==> config.mk <==
export PLATFORM = sky130hd
export DESIGN_NAME = serial_frame_receiver
export DESIGN_NICKNAME = d
export VERILOG_FILES = /design/src/sv/sfr_pkg.sv /design/src/sv/sfr_ram.sv /design/src/sv/sfr_fifo.sv /design/src/sv/sfr_front.sv /design/src/sv/sfr_back.sv /design/src/sv/serial_frame_receiver.sv
export SDC_FILE = /design/constraint.sdc
export NUM_CORES = 1
export LEC_CHECK = 0
export ABC_AREA = 1
export CAP_MARGIN = 5
export CORE_MARGIN = 2
export CORE_UTILIZATION = 30
export CTS_CLUSTER_DIAMETER = 30
export CTS_CLUSTER_SIZE = 16
export DETAILED_ROUTE_END_ITERATION = 8
export DONT_BUFFER_PORTS = 1
export MAX_ROUTING_LAYER = met4
export SLEW_MARGIN = 20
export SYNTH_ARGS = -nofsm -noshare
export SYNTH_HDL_FRONTEND = slang
export SYNTH_SLANG_ARGS = --single-unit
==> constraint.sdc <==
create_clock -name clk -period 10.75 [get_ports clk]
set_clock_uncertainty 0.1 [all_clocks]
set_input_delay 3.225 -clock clk [delete_from_list [all_inputs] [get_ports clk]]
set_output_delay 3.225 -clock clk [all_outputs]
set_load 0.005 [all_outputs]
==> src/sv/sfr_pkg.sv <==
`default_nettype none
// ----------------------------------------------------------------------------
// sfr_pkg
// Shared types and constants of the serial frame receiver.
// ----------------------------------------------------------------------------
package sfr_pkg;

  localparam int MAX_PAYLOAD_DEF = 32;
  localparam int CQ_DEPTH        = 2;
  localparam int OQ_DEPTH        = 4;
  localparam int CFG_ADDR_W      = 2;
  localparam int CFG_DATA_W      = 16;

  // register indexes
  localparam logic [CFG_ADDR_W-1:0] REG_FIRST_HDR  = 2'd0;
  localparam logic [CFG_ADDR_W-1:0] REG_SECOND_HDR = 2'd1;
  localparam logic [CFG_ADDR_W-1:0] REG_IDLE_LIMIT = 2'd2;

  localparam logic [7:0]  FIRST_HDR_RST  = 8'hFF;
  localparam logic [7:0]  SECOND_HDR_RST = 8'hFC;
  localparam logic [15:0] IDLE_LIMIT_RST = 16'd10;
  localparam logic [7:0]  MIN_LEN        = 8'd2;

  localparam logic OP_BYTE = 1'b0;
  localparam logic OP_IDLE = 1'b1;

  localparam logic STATUS_OK      = 1'b0;
  localparam logic STATUS_BAD_SUM = 1'b1;

  typedef struct packed {
    logic       operation;
    logic [7:0] rx_byte;
  } in_item_t;

  typedef struct packed {
    logic        status;
    logic [7:0]  payload_byte;
    logic [5:0]  byte_index;
    logic [6:0]  payload_length;
    logic        last;
    logic [31:0] error_total;
  } out_item_t;

  // one finished frame, handed from the parser to the emitter
  typedef struct packed {
    logic        is_err;
    logic [6:0]  plen;
    logic        bank;
    logic [31:0] err_total;
  } frame_cmd_t;

  // payload bank handed back by the emitter
  typedef struct packed {
    logic valid;
    logic bank;
  } bank_rel_t;

endpackage
`default_nettype wire

==> src/sv/sfr_ram.sv <==
`default_nettype none
// ----------------------------------------------------------------------------
// sfr_ram
// Generic single-write, single-read RAM with registered read data.
// ----------------------------------------------------------------------------
module sfr_ram #(
  parameter int WIDTH = 8,
  parameter int DEPTH = 64
) (
  input  wire logic                     clk,
  input  wire logic                     we,
  input  wire logic [$clog2(DEPTH)-1:0] waddr,
  input  wire logic [WIDTH-1:0]         wdata,
  input  wire logic                     re,
  input  wire logic [$clog2(DEPTH)-1:0] raddr,
  output logic      [WIDTH-1:0]         rdata
);

  logic [WIDTH-1:0] mem [DEPTH];

  always_ff @(posedge clk) begin
    if (we) begin
      mem[waddr] <= wdata;
    end
    if (re) begin
      rdata <= mem[raddr];
    end
  end

endmodule
`default_nettype wire

==> src/sv/sfr_fifo.sv <==
`default_nettype none
// ----------------------------------------------------------------------------
// sfr_fifo
// Small register queue with a power-of-two depth.
// ----------------------------------------------------------------------------
module sfr_fifo #(
  parameter int WIDTH = 8,
  parameter int DEPTH = 2
) (
  input  wire logic             clk,
  input  wire logic             rst_n,
  input  wire logic             push,
  input  wire logic [WIDTH-1:0] wdata,
  output logic                  full,
  input  wire logic             pop,
  output logic      [WIDTH-1:0] rdata,
  output logic                  empty
);

  localparam int AW = (DEPTH > 1) ? $clog2(DEPTH) : 1;

  logic [WIDTH-1:0] slot_r [DEPTH];
  logic [AW-1:0]    wr_ptr_r, wr_ptr_nxt;
  logic [AW-1:0]    rd_ptr_r, rd_ptr_nxt;
  logic [AW:0]      count_r, count_nxt;
  logic             do_push, do_pop;

  assign full    = (count_r == (AW+1)'(DEPTH));
  assign empty   = (count_r == '0);
  assign rdata   = slot_r[rd_ptr_r];
  assign do_push = push && !full;
  assign do_pop  = pop && !empty;

  always_comb begin
    wr_ptr_nxt = do_push ? AW'(wr_ptr_r + 1'b1) : wr_ptr_r;
    rd_ptr_nxt = do_pop  ? AW'(rd_ptr_r + 1'b1) : rd_ptr_r;
    count_nxt  = count_r;
    if (do_push && !do_pop) begin
      count_nxt = count_r + 1'b1;
    end else if (do_pop && !do_push) begin
      count_nxt = count_r - 1'b1;
    end
  end

  always_ff @(posedge clk) begin
    if (!rst_n) begin
      wr_ptr_r <= '0;
      rd_ptr_r <= '0;
      count_r  <= '0;
    end else begin
      wr_ptr_r <= wr_ptr_nxt;
      rd_ptr_r <= rd_ptr_nxt;
      count_r  <= count_nxt;
    end
  end

  always_ff @(posedge clk) begin
    if (do_push) begin
      slot_r[wr_ptr_r] <= wdata;
    end
  end

endmodule
`default_nettype wire

==> src/sv/sfr_front.sv <==
`default_nettype none
// ----------------------------------------------------------------------------
// sfr_front
// Frame parser: header hunt, length check, payload capture, running checksum.
// ----------------------------------------------------------------------------
module sfr_front
  import sfr_pkg::*;
#(
  parameter int MAX_PAYLOAD = MAX_PAYLOAD_DEF,
  parameter int IDX_W       = (MAX_PAYLOAD > 1) ? $clog2(MAX_PAYLOAD) : 1
) (
  input  wire logic                  clk,
  input  wire logic                  rst_n,
  input  wire logic                  cfg_we,
  input  wire logic [CFG_ADDR_W-1:0] cfg_addr,
  input  wire logic [CFG_DATA_W-1:0] cfg_wdata,
  input  wire logic                  in_push,
  input  wire in_item_t              in_data,
  output logic                       in_full,
  output logic                       ram_we,
  output logic      [IDX_W:0]        ram_waddr,
  output logic      [7:0]            ram_wdata,
  output logic                       cq_push,
  output frame_cmd_t                 cq_data,
  input  wire logic                  cq_full,
  input  wire bank_rel_t             rel
);

  localparam logic [2:0] PH_HDR1 = 3'd0;
  localparam logic [2:0] PH_HDR2 = 3'd1;
  localparam logic [2:0] PH_LEN  = 3'd2;
  localparam logic [2:0] PH_DATA = 3'd3;
  localparam logic [2:0] PH_SUM  = 3'd4;

  localparam logic [8:0] MAX_LEN = 9'(MAX_PAYLOAD + 2);

  logic [7:0]  first_hdr_r, second_hdr_r;
  logic [15:0] idle_limit_r;

  logic [2:0]  phase_r, phase_nxt;
  logic [7:0]  flen_r, flen_nxt;
  logic [6:0]  rcnt_r, rcnt_nxt;
  logic [15:0] idle_r, idle_nxt;
  logic [31:0] errs_r, errs_nxt;
  logic [7:0]  sum_r, sum_nxt;
  logic        bank_r, bank_nxt;
  logic [1:0]  busy_r, busy_nxt;

  logic        accept;
  logic [7:0]  b;
  logic [15:0] idle_inc;
  logic [6:0]  rcnt_inc;
  logic [6:0]  plen_cur;

  assign in_full  = cq_full || busy_r[bank_r];
  assign accept   = in_push && !in_full;
  assign b        = in_data.rx_byte;
  assign idle_inc = (idle_r != 16'hFFFF) ? 16'(idle_r + 1'b1) : idle_r;
  assign rcnt_inc = 7'(rcnt_r + 1'b1);
  assign plen_cur = 7'(flen_r - MIN_LEN);

  assign ram_waddr = {bank_r, rcnt_r[IDX_W-1:0]};
  assign ram_wdata = b;

  always_comb begin
    phase_nxt = phase_r;
    flen_nxt  = flen_r;
    rcnt_nxt  = rcnt_r;
    idle_nxt  = idle_r;
    errs_nxt  = errs_r;
    sum_nxt   = sum_r;
    bank_nxt  = bank_r;
    busy_nxt  = busy_r;
    ram_we    = 1'b0;
    cq_push   = 1'b0;
    cq_data   = '{is_err: STATUS_OK, plen: plen_cur, bank: bank_r, err_total: errs_r};

    if (rel.valid) begin
      busy_nxt[rel.bank] = 1'b0;
    end

    if (accept && in_data.operation == OP_IDLE) begin
      if (phase_r != PH_HDR1) begin
        if (idle_inc > idle_limit_r) begin
          // drop the partial frame
          phase_nxt = PH_HDR1;
          idle_nxt  = '0;
        end else begin
          idle_nxt = idle_inc;
        end
      end
    end else if (accept) begin
      idle_nxt = '0;
      unique case (phase_r)
        PH_HDR1: begin
          if (b == first_hdr_r) phase_nxt = PH_HDR2;
        end
        PH_HDR2: begin
          if (b == second_hdr_r) begin
            phase_nxt = PH_LEN;
          end else if (b != first_hdr_r) begin
            phase_nxt = PH_HDR1;
          end
        end
        PH_LEN: begin
          if (b < MIN_LEN || {1'b0, b} > MAX_LEN) begin
            phase_nxt = PH_HDR1;
          end else begin
            flen_nxt  = b;
            rcnt_nxt  = '0;
            sum_nxt   = b;
            phase_nxt = (b == MIN_LEN) ? PH_SUM : PH_DATA;
          end
        end
        PH_DATA: begin
          ram_we   = (rcnt_r < 7'(MAX_PAYLOAD));
          sum_nxt  = 8'(sum_r + b);
          rcnt_nxt = rcnt_inc;
          if (rcnt_inc >= plen_cur) phase_nxt = PH_SUM;
        end
        PH_SUM: begin
          cq_push = 1'b1;
          if (sum_r == b) begin
            if (plen_cur != '0) begin
              // hand the filled bank over, fill the other one next
              busy_nxt[bank_r] = 1'b1;
              bank_nxt         = !bank_r;
            end
          end else begin
            errs_nxt       = 32'(errs_r + 1'b1);
            cq_data.is_err = STATUS_BAD_SUM;
            cq_data.err_total = errs_nxt;
          end
          phase_nxt = PH_HDR1;
        end
        default: phase_nxt = PH_HDR1;
      endcase
    end
  end

  always_ff @(posedge clk) begin
    if (!rst_n) begin
      first_hdr_r  <= FIRST_HDR_RST;
      second_hdr_r <= SECOND_HDR_RST;
      idle_limit_r <= IDLE_LIMIT_RST;
    end else if (cfg_we) begin
      unique case (cfg_addr)
        REG_FIRST_HDR:  first_hdr_r  <= cfg_wdata[7:0];
        REG_SECOND_HDR: second_hdr_r <= cfg_wdata[7:0];
        REG_IDLE_LIMIT: idle_limit_r <= cfg_wdata;
        default: ;
      endcase
    end
  end

  always_ff @(posedge clk) begin
    if (!rst_n) begin
      phase_r <= PH_HDR1;
      flen_r  <= '0;
      rcnt_r  <= '0;
      idle_r  <= '0;
      errs_r  <= '0;
      sum_r   <= '0;
      bank_r  <= 1'b0;
      busy_r  <= '0;
    end else begin
      phase_r <= phase_nxt;
      flen_r  <= flen_nxt;
      rcnt_r  <= rcnt_nxt;
      idle_r  <= idle_nxt;
      errs_r  <= errs_nxt;
      sum_r   <= sum_nxt;
      bank_r  <= bank_nxt;
      busy_r  <= busy_nxt;
    end
  end

endmodule
`default_nettype wire

==> src/sv/sfr_back.sv <==
`default_nettype none
// ----------------------------------------------------------------------------
// sfr_back
// Result emitter: turns each frame command into its run of results.
// ----------------------------------------------------------------------------
module sfr_back
  import sfr_pkg::*;
#(
  parameter int MAX_PAYLOAD = MAX_PAYLOAD_DEF,
  parameter int IDX_W       = (MAX_PAYLOAD > 1) ? $clog2(MAX_PAYLOAD) : 1
) (
  input  wire logic       clk,
  input  wire logic       rst_n,
  input  wire logic       cq_empty,
  input  wire frame_cmd_t cq_data,
  output logic            cq_pop,
  output logic            ram_re,
  output logic [IDX_W:0]  ram_raddr,
  input  wire logic [7:0] ram_rdata,
  input  wire logic       of_full,
  output logic            of_push,
  output out_item_t       of_data,
  output bank_rel_t       rel
);

  localparam logic [1:0] BK_IDLE   = 2'd0;
  localparam logic [1:0] BK_SINGLE = 2'd1;
  localparam logic [1:0] BK_READ   = 2'd2;
  localparam logic [1:0] BK_PUSH   = 2'd3;

  logic [1:0] state_r, state_nxt;
  frame_cmd_t cmd_r, cmd_nxt;
  logic [5:0] idx_r, idx_nxt;
  logic       idx_last;

  assign ram_raddr = {cmd_r.bank, idx_r[IDX_W-1:0]};
  assign idx_last  = (7'(idx_r) + 7'd1 == cmd_r.plen);

  always_comb begin
    state_nxt = state_r;
    cmd_nxt   = cmd_r;
    idx_nxt   = idx_r;
    cq_pop    = 1'b0;
    ram_re    = 1'b0;
    of_push   = 1'b0;
    rel       = '{valid: 1'b0, bank: cmd_r.bank};
    of_data   = '{status: cmd_r.is_err, payload_byte: '0, byte_index: '0,
                  payload_length: cmd_r.plen, last: 1'b1,
                  error_total: cmd_r.err_total};
    unique case (state_r)
      BK_IDLE: begin
        if (!cq_empty) begin
          cq_pop  = 1'b1;
          cmd_nxt = cq_data;
          idx_nxt = '0;
          state_nxt = (cq_data.is_err == STATUS_BAD_SUM || cq_data.plen == '0) ?
                      BK_SINGLE : BK_READ;
        end
      end
      BK_SINGLE: begin
        if (!of_full) begin
          of_push   = 1'b1;
          state_nxt = BK_IDLE;
        end
      end
      BK_READ: begin
        // issue the read only with room for its result
        if (!of_full) begin
          ram_re    = 1'b1;
          state_nxt = BK_PUSH;
        end
      end
      BK_PUSH: begin
        of_push              = 1'b1;
        of_data.payload_byte = ram_rdata;
        of_data.byte_index   = idx_r;
        of_data.last         = idx_last;
        if (idx_last) begin
          rel.valid = 1'b1;
          state_nxt = BK_IDLE;
        end else begin
          idx_nxt   = 6'(idx_r + 1'b1);
          state_nxt = BK_READ;
        end
      end
      default: state_nxt = BK_IDLE;
    endcase
  end

  always_ff @(posedge clk) begin
    if (!rst_n) begin
      state_r <= BK_IDLE;
    end else begin
      state_r <= state_nxt;
    end
  end

  always_ff @(posedge clk) begin
    cmd_r <= cmd_nxt;
    idx_r <= idx_nxt;
  end

endmodule
`default_nettype wire

==> src/sv/serial_frame_receiver.sv <==
`default_nettype none
// ----------------------------------------------------------------------------
// serial_frame_receiver
// Receive parser for header / length / checksum serial frames.
// ----------------------------------------------------------------------------
//  channel  ports                           payload
//  input    in_push, in_full, in_data       in_item_t (operation, rx_byte)
//  result   out_pop, out_empty, out_data    out_item_t
//  config   cfg_we, cfg_addr, cfg_wdata     first_header, second_header, idle_limit
//
//  The parser takes one input transaction per cycle while not stalled. The
//  emitter takes each frame off the frame queue, then for each result of a
//  good frame reads the payload RAM, then writes the result queue; an error
//  or empty-payload result is written to the result queue directly. Payload
//  goes to two RAM banks in turn; the input stalls while the bank to be
//  filled is still being emitted or the two-entry frame queue is full. Reset
//  is synchronous and needs no clearing pass.
// ----------------------------------------------------------------------------
module serial_frame_receiver
  import sfr_pkg::*;
#(
  parameter int MAX_PAYLOAD = MAX_PAYLOAD_DEF
) (
  input  wire logic                  clk,
  input  wire logic                  rst_n,
  input  wire logic                  cfg_we,
  input  wire logic [CFG_ADDR_W-1:0] cfg_addr,
  input  wire logic [CFG_DATA_W-1:0] cfg_wdata,
  input  wire logic                  in_push,
  input  wire in_item_t              in_data,
  output logic                       in_full,
  input  wire logic                  out_pop,
  output out_item_t                  out_data,
  output logic                       out_empty
);

  localparam int IDX_W     = (MAX_PAYLOAD > 1) ? $clog2(MAX_PAYLOAD) : 1;
  localparam int RAM_DEPTH = 2 ** (IDX_W + 1);

  logic       ram_we, ram_re;
  logic [IDX_W:0] ram_waddr, ram_raddr;
  logic [7:0] ram_wdata, ram_rdata;
  logic       cq_push, cq_full, cq_pop, cq_empty;
  frame_cmd_t cq_wdata, cq_rdata;
  logic       of_push, of_full;
  out_item_t  of_wdata;
  bank_rel_t  rel;

  sfr_front #(.MAX_PAYLOAD(MAX_PAYLOAD), .IDX_W(IDX_W)) u_front (
    .clk, .rst_n, .cfg_we, .cfg_addr, .cfg_wdata,
    .in_push, .in_data, .in_full,
    .ram_we, .ram_waddr, .ram_wdata,
    .cq_push, .cq_data(cq_wdata), .cq_full, .rel
  );

  sfr_ram #(.WIDTH(8), .DEPTH(RAM_DEPTH)) u_payload_ram (
    .clk, .we(ram_we), .waddr(ram_waddr), .wdata(ram_wdata),
    .re(ram_re), .raddr(ram_raddr), .rdata(ram_rdata)
  );

  sfr_fifo #(.WIDTH($bits(frame_cmd_t)), .DEPTH(CQ_DEPTH)) u_cmd_q (
    .clk, .rst_n, .push(cq_push), .wdata(cq_wdata), .full(cq_full),
    .pop(cq_pop), .rdata(cq_rdata), .empty(cq_empty)
  );

  sfr_back #(.MAX_PAYLOAD(MAX_PAYLOAD), .IDX_W(IDX_W)) u_back (
    .clk, .rst_n, .cq_empty, .cq_data(cq_rdata), .cq_pop,
    .ram_re, .ram_raddr, .ram_rdata,
    .of_full, .of_push, .of_data(of_wdata), .rel
  );

  sfr_fifo #(.WIDTH($bits(out_item_t)), .DEPTH(OQ_DEPTH)) u_out_q (
    .clk, .rst_n, .push(of_push), .wdata(of_wdata), .full(of_full),
    .pop(out_pop), .rdata(out_data), .empty(out_empty)
  );

endmodule
`default_nettype wire

Yosys cells after proc, flatten, opt, wreduce, memory -nomap -nowiden --
Memory sizes are Yosys's and may differ from the RTL's. A register that Yosys moved wholly into a read port is not among the register bits. Index checks and enable logic that the tools add are counted.
Word-level totals: memory bits (read-only) 0, memory bits (writable) 814, latch bits 0, register bits 168, memories kept 3
Cells by class: mux-type cells 78, bitwise logic cells 6, reductions and logical operators 49, multipliers 0, order comparisons 9, divide/modulo/power cells 0, shift operators 0, eq/ne operators 28, add/sub/neg operators 15
Memories:
- u_payload_ram.mem | depth 64, bits a word 8, rd ports 1, clocked after Yosys merged registers in 1, write ports 1, RTL line sfr_ram.sv:19 | logic [WIDTH-1:0] mem [DEPTH];
- u_out_q.slot_r | depth 4, bits a word 55, rd ports 1, clocked after Yosys merged registers in 1, write ports 1, RTL line sfr_fifo.sv:22 | logic [WIDTH-1:0] slot_r [DEPTH];
- u_cmd_q.slot_r | depth 2, bits a word 41, rd ports 1, clocked after Yosys merged registers in 1, write ports 1, RTL line sfr_fifo.sv:22
Operators with widths (count):
- $mux W32 | 4
- $mux W16 | 5
- $mux W3 | 12
- $add A32 B1 Y32 const B | 1
- $mux W2 | 15
- $mux W1 | 29
- $eq A8 B8 Y1 | 3
- $add A16 B1 Y16 const B | 1
- $gt A16 B16 Y1 | 1
- $ne A16 B16 Y1 const B | 1
- $pmux W8 S2 | 1
- $mux W14 | 1
- $ne A2 B2 Y1 const B | 7
- $pmux W7 S2 | 1
- $logic_and A1 B1 Y1 | 12
- $mux W6 | 2
- $pmux W3 S4 | 1
- $pmux W6 S2 | 1
- $logic_not A1 Y1 | 10
- $reduce_and A2 Y1 | 5
- $reduce_bool A2 Y1 | 5
- $add A8 B8 Y8 | 1
- $eq A2 B2 Y1 const B | 4
- $eq A8 B2 Y1 const B | 1
- 42 further kinds | 61

Logic depth before layout (Yosys ltp) --
Gate-level depths: netlist of run 1.
depth in word-level cells 13, gate-level depth with buffers 22, mapped depth without buffers 22

By module --
Synthesis of run 1 repeated with hierarchy kept, for this count alone.
Unflattened totals: cell total of the unflattened synthesis 3739, area, all modules 42106.6 um2
By module, submodules not included:
- sfr_ram | area an instance 21419.3 um2, times used 1, cells an instance 1805
- sfr_fifo (u_out_q) | area an instance 8639.5 um2, times used 1, cells an instance 602
- sfr_front | area an instance 6627.6 um2, times used 1, cells an instance 990
- sfr_fifo (u_cmd_q) | area an instance 3410.8 um2, times used 1, cells an instance 166
- sfr_back | area an instance 2009.4 um2, times used 1, cells an instance 176

Worst setup path before layout of run 1 --
No wires, ideal clock.
path kind input to register, from in in_push, to mem u_cmd_q.slot_r[1][0] (netlist bit) (enable), data required time 10208 ps, stages 6, setup time 442 ps, data arrival time 5475 ps, path buffers 0, setup slack 4733 ps, cell sequence nand3_4 > nor2_4 > inv_2 > nor2_4 > inv_2 > nor2_1
Between the ends: word-level cells in the longest chain between the ends 6
RTL lines:
- start, declared | RTL line serial_frame_receiver.sv:29 | input wire logic in_push,
- $logic_and A1 B1 Y1 (*) | RTL line sfr_front.sv:56 | assign accept = in_push && !in_full;
- $mux W1 or $logic_and A1 B1 Y1 (tied branches) | RTL line sfr_front.sv:92, sfr_front.sv:82
- $mux W1 (*) | RTL line sfr_front.sv:82 | if (accept && in_data.operation == OP_IDLE) begin
- $logic_and A1 B1 Y1 (*) | RTL line sfr_fifo.sv:31 | assign do_push = push && !full;
- named net u_cmd_q.do_push | RTL line sfr_fifo.sv:26 | logic do_push, do_pop;
- $mux W1 (*) | RTL line sfr_fifo.sv:58 | if (do_push) begin
- $mux W1 (not written as such) (*) | RTL line sfr_fifo.sv:59 | slot_r[wr_ptr_r] <= wdata;
- end, declared | RTL line sfr_fifo.sv:22
Mark *: on every way through the listed nets, which the timed path passes. The rest lies on a longest branch.

==> reports/results.txt, run 1 <==
Area contributors post-synth - edfxtp_1 64%, dfxtp_1 6.1%, o21ai_0 6.0%
post-DR wirelength/cell - 19.1 um
status - finished, final reports clean
Seq/Total Area, Yosys - 70.2%
drt drc - 0
Hold Fails Final Rpt - 0
Num CTS Buffers - 189
Rows - 135
core area - 0.135 mm^2
DP HPWL - 62.2 mm
synthesis warning total - 0
CTS tree - built
synthesis-to-finish area growth - 21.4%
IO Count - 89
setup TNS - 0 ns
Initial Utilization - 30.1%
WL final - 105 mm
Max Freq - 152 MHz
Mapped Cells - 3516
Worst Hold Class - flop to flop
pins over their slew limit - 0
Slew HR - 29.9%
fillers - 12.9k
vias in the first global route - 26.1k
die footprint - 0.139 mm^2
TritonCTS sink count - 993
CP startpoint kind - flop
post-DR vias/cell - 4.90
Die H - 372 um
H-tree depth - 4
shortest period the worst path allows - 6.58 ns
Post-synth EDFFs - 869
clock-pin slew on the worst setup and hold paths - 0.05 ns
Vias - 26.9k
Power per Cell Area - 274 mW/mm^2
Die X - 372 um
port bufs - 0
Req. time, crit path - 7.43 ns
Root Buffer - clkbuf_16
Final Util - 36.6%
CP Class - flop to primary output
area leader, netlist - edfxtp_1
crit path max fanout - 110
unrepaired setup endpoints after global routing - no
Max Cap Viol - 0
Routed Antenna Nets - 0
first-pass GRT wire length - 159 mm
area occupied by registers - 0.0286 mm^2
Post-CTS Setup Inserts - 0
area occupied by multi-input gates - 0.0107 mm^2
post-CTS sizing - 0
iteration count of the initial detailed-routing pass - 8
GRT Total Usage - 15.4%
DRT iter0 DRCs - 2720
Critical Path AT - 3.26 ns
Setup crit end kind - primary output
#FFs+latches synth - 993
Final setup violation count - 0
Clock Latency Late Sink - 0.82 ns
Mean Syn Cell Area - 11.6 um^2
worst slew pin tran - 1.05 ns
GPL Wtd Cong - 0.863
Cell Area, Synth - 0.0407 mm^2
share of cells above drive strength 1 - 11.3%
post-layout net count - 3632
CTS Hold Bufs - 0
syn_nets - 3596
GRT Residual Overflow - 0
initial antenna violation count - 1
Synth top area share - 64.1%
Synth async-reset ratio - 0%
Netlist cell types - 52
Final period util - 61.3%
clock buffer depth - 3
largest net degree at the start of global routing - 193
top_reg_cell synth - edfxtp_1
VDD IR max - 0.000179 V
Lkg Pwr - 17.2 nW
power by group:
part / switching, W / leakage [nW] / internal [W]
logic: 0.00193 / 4.97 / 0.000664
clock network: 0.00219 / 3.32 / 0.00404
registers: 0.000175 / 8.87 / 0.00454
total: 0.00429 / 17.2 / 0.00924
layout by cell type, fill, tap and decap left out, types with 12 or more instances in the layout:
cell        Yosys  layout
clkinv_4        0      17
nor2_1        564     558
clkinv_1        1      12
o22ai_1       180     180
nand2_1       463     463
dfxtp_1       124     122
inv_1         182     178
inv_2          11      14
nand3_1        79      79
clkbuf_16       0     189
clkinvlp_4      0      20
edfxtp_1      869     869
bufinv_16       0      28
nand4_1        18      18
clkinv_16       0      14
xnor2_1        24      24
inv_6           0      27
ha_1           46      46
a21oi_1       121     121
o211ai_1       31      31
buf_4           2      26
o21ai_0       492     492
nor3_1         17      17
clkinv_2        0      23
xor2_1         28      28
clkbuf_1      141      12
nor2_4          8      14
critical path, cell delays in order (launching register included):
cell,delay [ns]
dfxtp_4,0.43
buf_4,0.40
inv_2,0.11
buf_4,0.79
o21ai_0,0.23
o22ai_1,0.39
synth_stat cells, drive strengths merged, types with 5 or more instances:
library cell,instances
edfxtp,869
nand3,80
nand2,467
nor2,578
a21oi,121
inv,193
buf,40
nand3b,6
o21bai,5
nor4,10
a22oi,5
o22ai,180
dfxtp,124
xnor2,24
nand4,19
or2,12
nor3,21
xor2,29
clkbuf,142
ha,46
o211ai,31
o21ai,498
final timing paths:
check	depth (start not counted)	endpoint	slack, ns	from
min reg2reg	2	u_back.of_data[29]	0.34	u_cmd_q.slot_r[0][29]
max	5	out_data[36]	4.17	flop
max reg2reg	10	u_payload_ram.rdata[3]	6.87	u_back.idx_r[1]
min	2	u_back.of_data[29]	0.34	u_cmd_q.slot_r[0][29]
flip-flops by register name, indices dropped and copies added (netlist names), 3 cells and up, named ones only:
signal and cells:
u_front.second_hdr_r 8, u_front.first_hdr_r 8, u_front.phase_r 3, u_payload_ram.mem 512, u_front.idle_limit_r 16, u_front.sum_r 8
u_back.of_data 40, u_front.flen_r 7, u_out_q.slot_r 220, u_out_q.count_r 3, u_back.idx_r 6, u_cmd_q.slot_r 82
u_front.idle_r 16, u_payload_ram.rdata 8, u_front.rcnt_r 7, u_front.errs_r 32
stage by stage:
| step | cell area [um^2] | hold WS, ns | setup slack [ns] | power, W | std cells |
|---|---|---|---|---|---|
| after floorplan | 40700 | 0.326 | 4.73 | 0.00642 | 3516 |
| after global routing | 49400 | 0.378 | 3.89 | 0.0141 | 5501 |
| after CTS | 49400 | 0.346 | 4.10 | 0.0136 | 5500 |
| after global placement | 42500 | 0.333 | 4.83 | 0.00733 | 5142 |
| after detailed placement | 42500 | 0.341 | 4.76 | 0.00735 | 5142 |
| final | 49400 | 0.344 | 4.17 | 0.0135 | 5501 |
metal layers:
layer | global-route usage, % | part of all wire [%] | vias to the layer above
li1 | - | - | 12700
met1 | 19.5 | 43 | 12900
met2 | 24.0 | 47 | 1112
met3 | 3.48 | 7.3 | 221
met4 | 6.25 | 3.2 | 0
met5 | - | 0 | -
area by class of cell:
type / count / share of cell area [%]
Antenna cell: 1 / 0.00506
Clock buffer: 209 / 9.88
Clock inverter: 149 / 4.20
Inverter: 194 / 1.48
Multi-Input combinational cell: 2147 / 21.6
Sequential cell: 993 / 57.8
Tap cell: 1781 / 4.51
Timing Repair Buffer: 27 / 0.435
kinds of logic after synthesis:
group           share of synthesized area (%)
compound gates                           11.3
buf+inv                                  3.61
fa+ha+maj                                1.51
flops                                    70.2
xor+xnor                                 1.16
simple gates                             12.2
(Power assumes the default switching activity.)
==> inputs of run 2 (changes only) <==
- clock period: 10.75 -> 5.7 ns (I/O delays scaled with it)
==> reports/results.txt, run 2 (same netlist as run 1, synthesis figures left out) <==
status - finished, final reports clean
Post-DP Area - 0.0425 mm^2 (+0.18%)
GRT Total Usage - 15.2% (-0.24 points)
DP HPWL - 62.4 mm (+0.41%)
largest net degree at the start of global routing - 132 (-32%)
clock-pin slew on the worst setup and hold paths - 0.05 ns (about the same)
CP max stage delay - 0.74 ns (-0.05 ns)
Routed Antenna Nets - 0 (unchanged)
share of cells above drive strength 1 - 10.1% (-1.2 points)
port bufs - 0 (unchanged)
WL final - 104 mm (-0.98%)
post-CTS sizing - 0 (unchanged)
Buf/Inv on CP - 2 (-1)
pins over their slew limit - 0 (unchanged)
CTS Hold Bufs - 0 (unchanged)
drt drc - 0 (unchanged)
CP Class - flop to primary output
Hold Fails Final Rpt - 0 (unchanged)
r2r setup slk - 2.11 ns (-4.76 ns)
Setup crit end kind - primary output
hold_sp - u_cmd_q.rd_ptr_r
most frequent cells in the layout - 869 x edfxtp_1, 558 x nor2_1, 492 x o21ai_0
Final Util - 36.0% (-0.61 points)
max reg flops - 512 (unchanged)
Cell Count, Final, Fillers Out - 5471 (-0.55%)
synthesis-to-finish area growth - 19.4%
Power per Cell Area - 499 mW/mm^2 (+82%)
CP max stage cell - inv_2
crit path max fanout - 58 (-47%)
Reg2Reg Launch Point - u_front.idle_r[0]
initial antenna violation count - 0 (-1)
unrepaired setup endpoints after global routing - no
Num CTS Buffers - 174 (-7.9%)
Clock Latency Late Sink - 0.79 ns (-0.03 ns)
Rows - 135 (unchanged)
Root Buffer - clkbuf_16
post-DR wirelength/cell - 19.0 um (-0.44%)
Worst Hold Class - flop to flop
IO Count - 89 (unchanged)
DP Cell Count - 5149 (+0.14%)
TritonCTS sink count - 993 (unchanged)
Final period util - 83.6%
post-route design area - 0.0486 mm^2 (-1.7%)
Max Cap Viol - 0 (unchanged)
GRT Residual Overflow - 0 (unchanged)
Lkg Pwr - 16.7 nW (-2.4%)
CTS tree - built
Critical Path AT - 2.96 ns (-0.30 ns)
H-tree depth - 4 (unchanged)
Slew HR - 31.9% (+2.0 points)
Req. time, crit path - 3.89 ns (-3.54 ns)
CP startpoint kind - flop
Final setup violation count - 0 (unchanged)
core area - 0.135 mm^2 (unchanged)
VDD IR max - 0.000304 V (+70%)
vias in the first global route - 26.0k (-0.36%)
setup TNS - 0 ns (unchanged)
first-pass GRT wire length - 157 mm (-1.3%)
Vias - 26.8k (-0.48%)
Die X - 372 um (unchanged)
iteration count of the initial detailed-routing pass - 6 (-2)
Initial Utilization - 30.1% (unchanged)
worst-path cell chain - inv_2 -> buf_4 -> o21ai_0 -> o22ai_1
most common cell after layout, fill and taps aside - edfxtp_1
die footprint - 0.139 mm^2 (unchanged)
clock buffer depth - 3 (unchanged)
shortest period the worst path allows - 4.77 ns
Die H - 372 um (unchanged)
Post-CTS Setup Inserts - 0 (unchanged)
Top reg by flops - u_payload_ram.mem
worst slew pin tran - 1.02 ns (-0.0307 ns)
fillers - 13.0k (+0.58%)
Max Freq - 210 MHz
GPL Wtd Cong - 0.853 (-1.2%)
DRT iter0 DRCs - 2590 (-4.8%)
Ant. Diodes - 0 (-1)
post-DR vias/cell - 4.90 (about the same)
Largest regs - u_payload_ram.mem (512), u_out_q.slot_r (220), u_cmd_q.slot_r (82)
post-layout net count - 3624 (-0.22%)
Worst path top cell family by delay - buffers and inverters
## run 2: layout make-up
cell class                      instances  area [um^2]  share of cell area, %
Inverter                              194          733                   1.51
Timing Repair Buffer                   34          293                  0.602
Multi-Input combinational cell       2147        10700                   22.0
Tap cell                             1781         2230                   4.59
Sequential cell                       993        28600                   58.8
Clock inverter                        125         1600                   3.29
Clock buffer                          197         4460                   9.18
## run 2: worst paths after layout
path,cells after the start,endpoint
max,4,out_data[42]
min,1,flop
max reg2reg,18,u_front.idle_r[11]
min reg2reg,1,flop
## run 2: routing by layer
metal	global-route usage (%)	wire [um]	vias up
met1	19.6	44600	13000
met5	-	0	-
li1	-	-	12600
met4	5.06	2720	0
met3	3.43	7600	182
met2	23.7	49000	1042
## run 2: where the power goes
| group | internal (W) | total, W | switching (W) |
|---|---|---|---|
| registers | 0.00855 | 0.00884 | 0.000292 |
| logic | 0.00129 | 0.00499 | 0.00370 |
| clock network | 0.00661 | 0.0104 | 0.00383 |
## run 2: per-stage QoR
step                      setup WS [ns]  power (W)  hold slack (ns)
after CTS                         0.860     0.0244            0.348
after global placement             1.40     0.0139            0.333
final                             0.934     0.0243            0.346
after detailed placement           1.30     0.0139            0.346
after global routing              0.629     0.0252            0.368
after floorplan                    1.20     0.0121            0.326
==> inputs of run 3 (changes only) <==
- clock period: 5.7 -> 4.49 ns (I/O delays scaled with it)
==> reports/results.txt, run 3 (same netlist as run 1, synthesis figures left out) <==
most common cell after layout, fill and taps aside - edfxtp_1
Routed Antenna Nets - 0 (unchanged)
iteration count of the initial detailed-routing pass - 6 (unchanged)
clock-pin slew on the worst setup and hold paths - 0.05 ns (about the same)
drt drc - 0 (unchanged)
share of cells above drive strength 1 - 11.2% (+1.1 points)
Post-DP Area - 0.0431 mm^2 (+1.2%)
IO Count - 89 (unchanged)
Worst Hold Class - flop to flop
synthesis-to-finish area growth - 19.6%
die footprint - 0.139 mm^2 (unchanged)
Critical Path AT - 2.69 ns (-0.27 ns)
CTS Hold Bufs - 0 (unchanged)
Post-CTS Setup Inserts - 0 (unchanged)
VDD IR max - 0.000595 V (+96%)
worst-path cell chain - buf_4 -> o21ai_0 -> o22ai_1
Top reg by flops - u_payload_ram.mem
Die X - 372 um (unchanged)
initial antenna violation count - 0 (unchanged)
WL final - 102 mm (-1.5%)
DRT iter0 DRCs - 2706 (+4.5%)
shortest period the worst path allows - 4.13 ns
Setup crit end kind - primary output
DP HPWL - 60.9 mm (-2.5%)
Max Freq - 242 MHz
pins over their slew limit - 0 (unchanged)
fillers - 13.1k (+0.73%)
TritonCTS sink count - 993 (unchanged)
Vias - 26.6k (-0.66%)
CP max stage delay - 0.80 ns (+0.06 ns)
CP startpoint kind - flop
H-tree depth - 4 (unchanged)
core area - 0.135 mm^2 (unchanged)
max reg flops - 512 (unchanged)
Ant. Diodes - 0 (unchanged)
status - finished, final reports clean
GRT Residual Overflow - 0 (unchanged)
vias in the first global route - 25.9k (-0.43%)
most frequent cells in the layout - 869 x edfxtp_1, 558 x nor2_1, 492 x o21ai_0
first-pass GRT wire length - 156 mm (-0.28%)
GRT Total Usage - 15.1% (-0.14 points)
post-CTS sizing - 0 (unchanged)
port bufs - 0 (unchanged)
Final period util - 92.1%
clock buffer depth - 3 (unchanged)
CTS tree - built
largest net degree at the start of global routing - 161 (+22%)
worst slew pin tran - 1.11 ns (+0.0929 ns)
post-DR wirelength/cell - 18.6 um (-2.1%)
Power per Cell Area - 619 mW/mm^2 (+24%)
unrepaired setup endpoints after global routing - no
Max Cap Viol - 0 (unchanged)
post-DR vias/cell - 4.83 (-1.3%)
Final setup violation count - 0 (unchanged)
CP Class - flop to primary output
Clock Latency Late Sink - 0.75 ns (-0.04 ns)
setup TNS - 0 ns (unchanged)
Initial Utilization - 30.1% (unchanged)
Die H - 372 um (unchanged)
Num CTS Buffers - 164 (-5.7%)
CP max stage cell - buf_4
GPL Wtd Cong - 0.845 (-0.86%)
Req. time, crit path - 3.04 ns (-0.85 ns)
Slew HR - 25.8% (-6.2 points)
crit path max fanout - 110 (+90%)
post-layout net count - 3668 (+1.2%)
area occupied by multi-input gates - 0.0107 mm^2 (unchanged)
Largest regs - u_payload_ram.mem (512), u_out_q.slot_r (220), u_cmd_q.slot_r (82)
Root Buffer - clkbuf_16
Hold Fails Final Rpt - 0 (unchanged)
post-route design area - 0.0487 mm^2 (+0.18%)
Rows - 135 (unchanged)
area occupied by registers - 0.0286 mm^2 (unchanged)
Lkg Pwr - 16.9 nW (+0.83%)
[run 3: area by class of cell]
class / count / share of cell area [%]
repair buffers: 88 / 1.67
clock buffers: 182 / 8.61
inverters: 194 / 1.51
well taps: 1781 / 4.58
clock inverters: 123 / 2.95
flip-flops and latches: 993 / 58.7
multi-input cells: 2147 / 22.0
[run 3: worst paths after layout]
| kind | cells past startpoint | slack (ns) | from | to |
|---|---|---|---|---|
| max | 3 | 0.36 | flop | out_data[5] |
| min | 2 | 0.35 | u_out_q.rd_ptr_r[1] | flop |
| max reg2reg | 21 | 1.07 | u_front.idle_r[0] | u_front.idle_r[4] |
| min reg2reg | 2 | 0.35 | u_out_q.rd_ptr_r[1] | flop |
[run 3: metrics by stage]
stage | setup slack (ns) | hold WS [ns] | util, % | total power (W) | std cells
global placement | 0.880 | 0.332 | 31.9 | 0.0177 | 5203
floorplan | 0.351 | 0.326 | - | 0.0154 | 3516
CTS | 0.326 | 0.357 | 36.0 | 0.0303 | 5508
global route | 0.156 | 0.372 | 36.0 | 0.0315 | 5508
finish | 0.356 | 0.354 | 36.0 | 0.0301 | 5508
detailed placement | 0.813 | 0.347 | 31.9 | 0.0178 | 5203
[run 3: routing by layer]
metal	vias up	share of wire [%]	GRT usage, %
met5	-	0	-
met2	815	46	22.8
met4	0	3.7	6.53
li1	12700	-	-
met1	12900	43	19.2
met3	212	6.9	3.71
[run 3: worst max-delay path: cells and delay by family, from the launching register on]
| family | cells | cell delay, ns |
|---|---|---|
| AO/OA/AOI/OAI | 2 | 0.75 |
| buffers and inverters | 1 | 0.80 |
| flip-flops | 1 | 0.34 |
[run 3: power breakdown]
group	switching, W	internal (W)	total (W)
Sequential	0.000309	0.0109	0.0112
Combinational	0.00476	0.00169	0.00645
Clock	0.00454	0.00799	0.0125
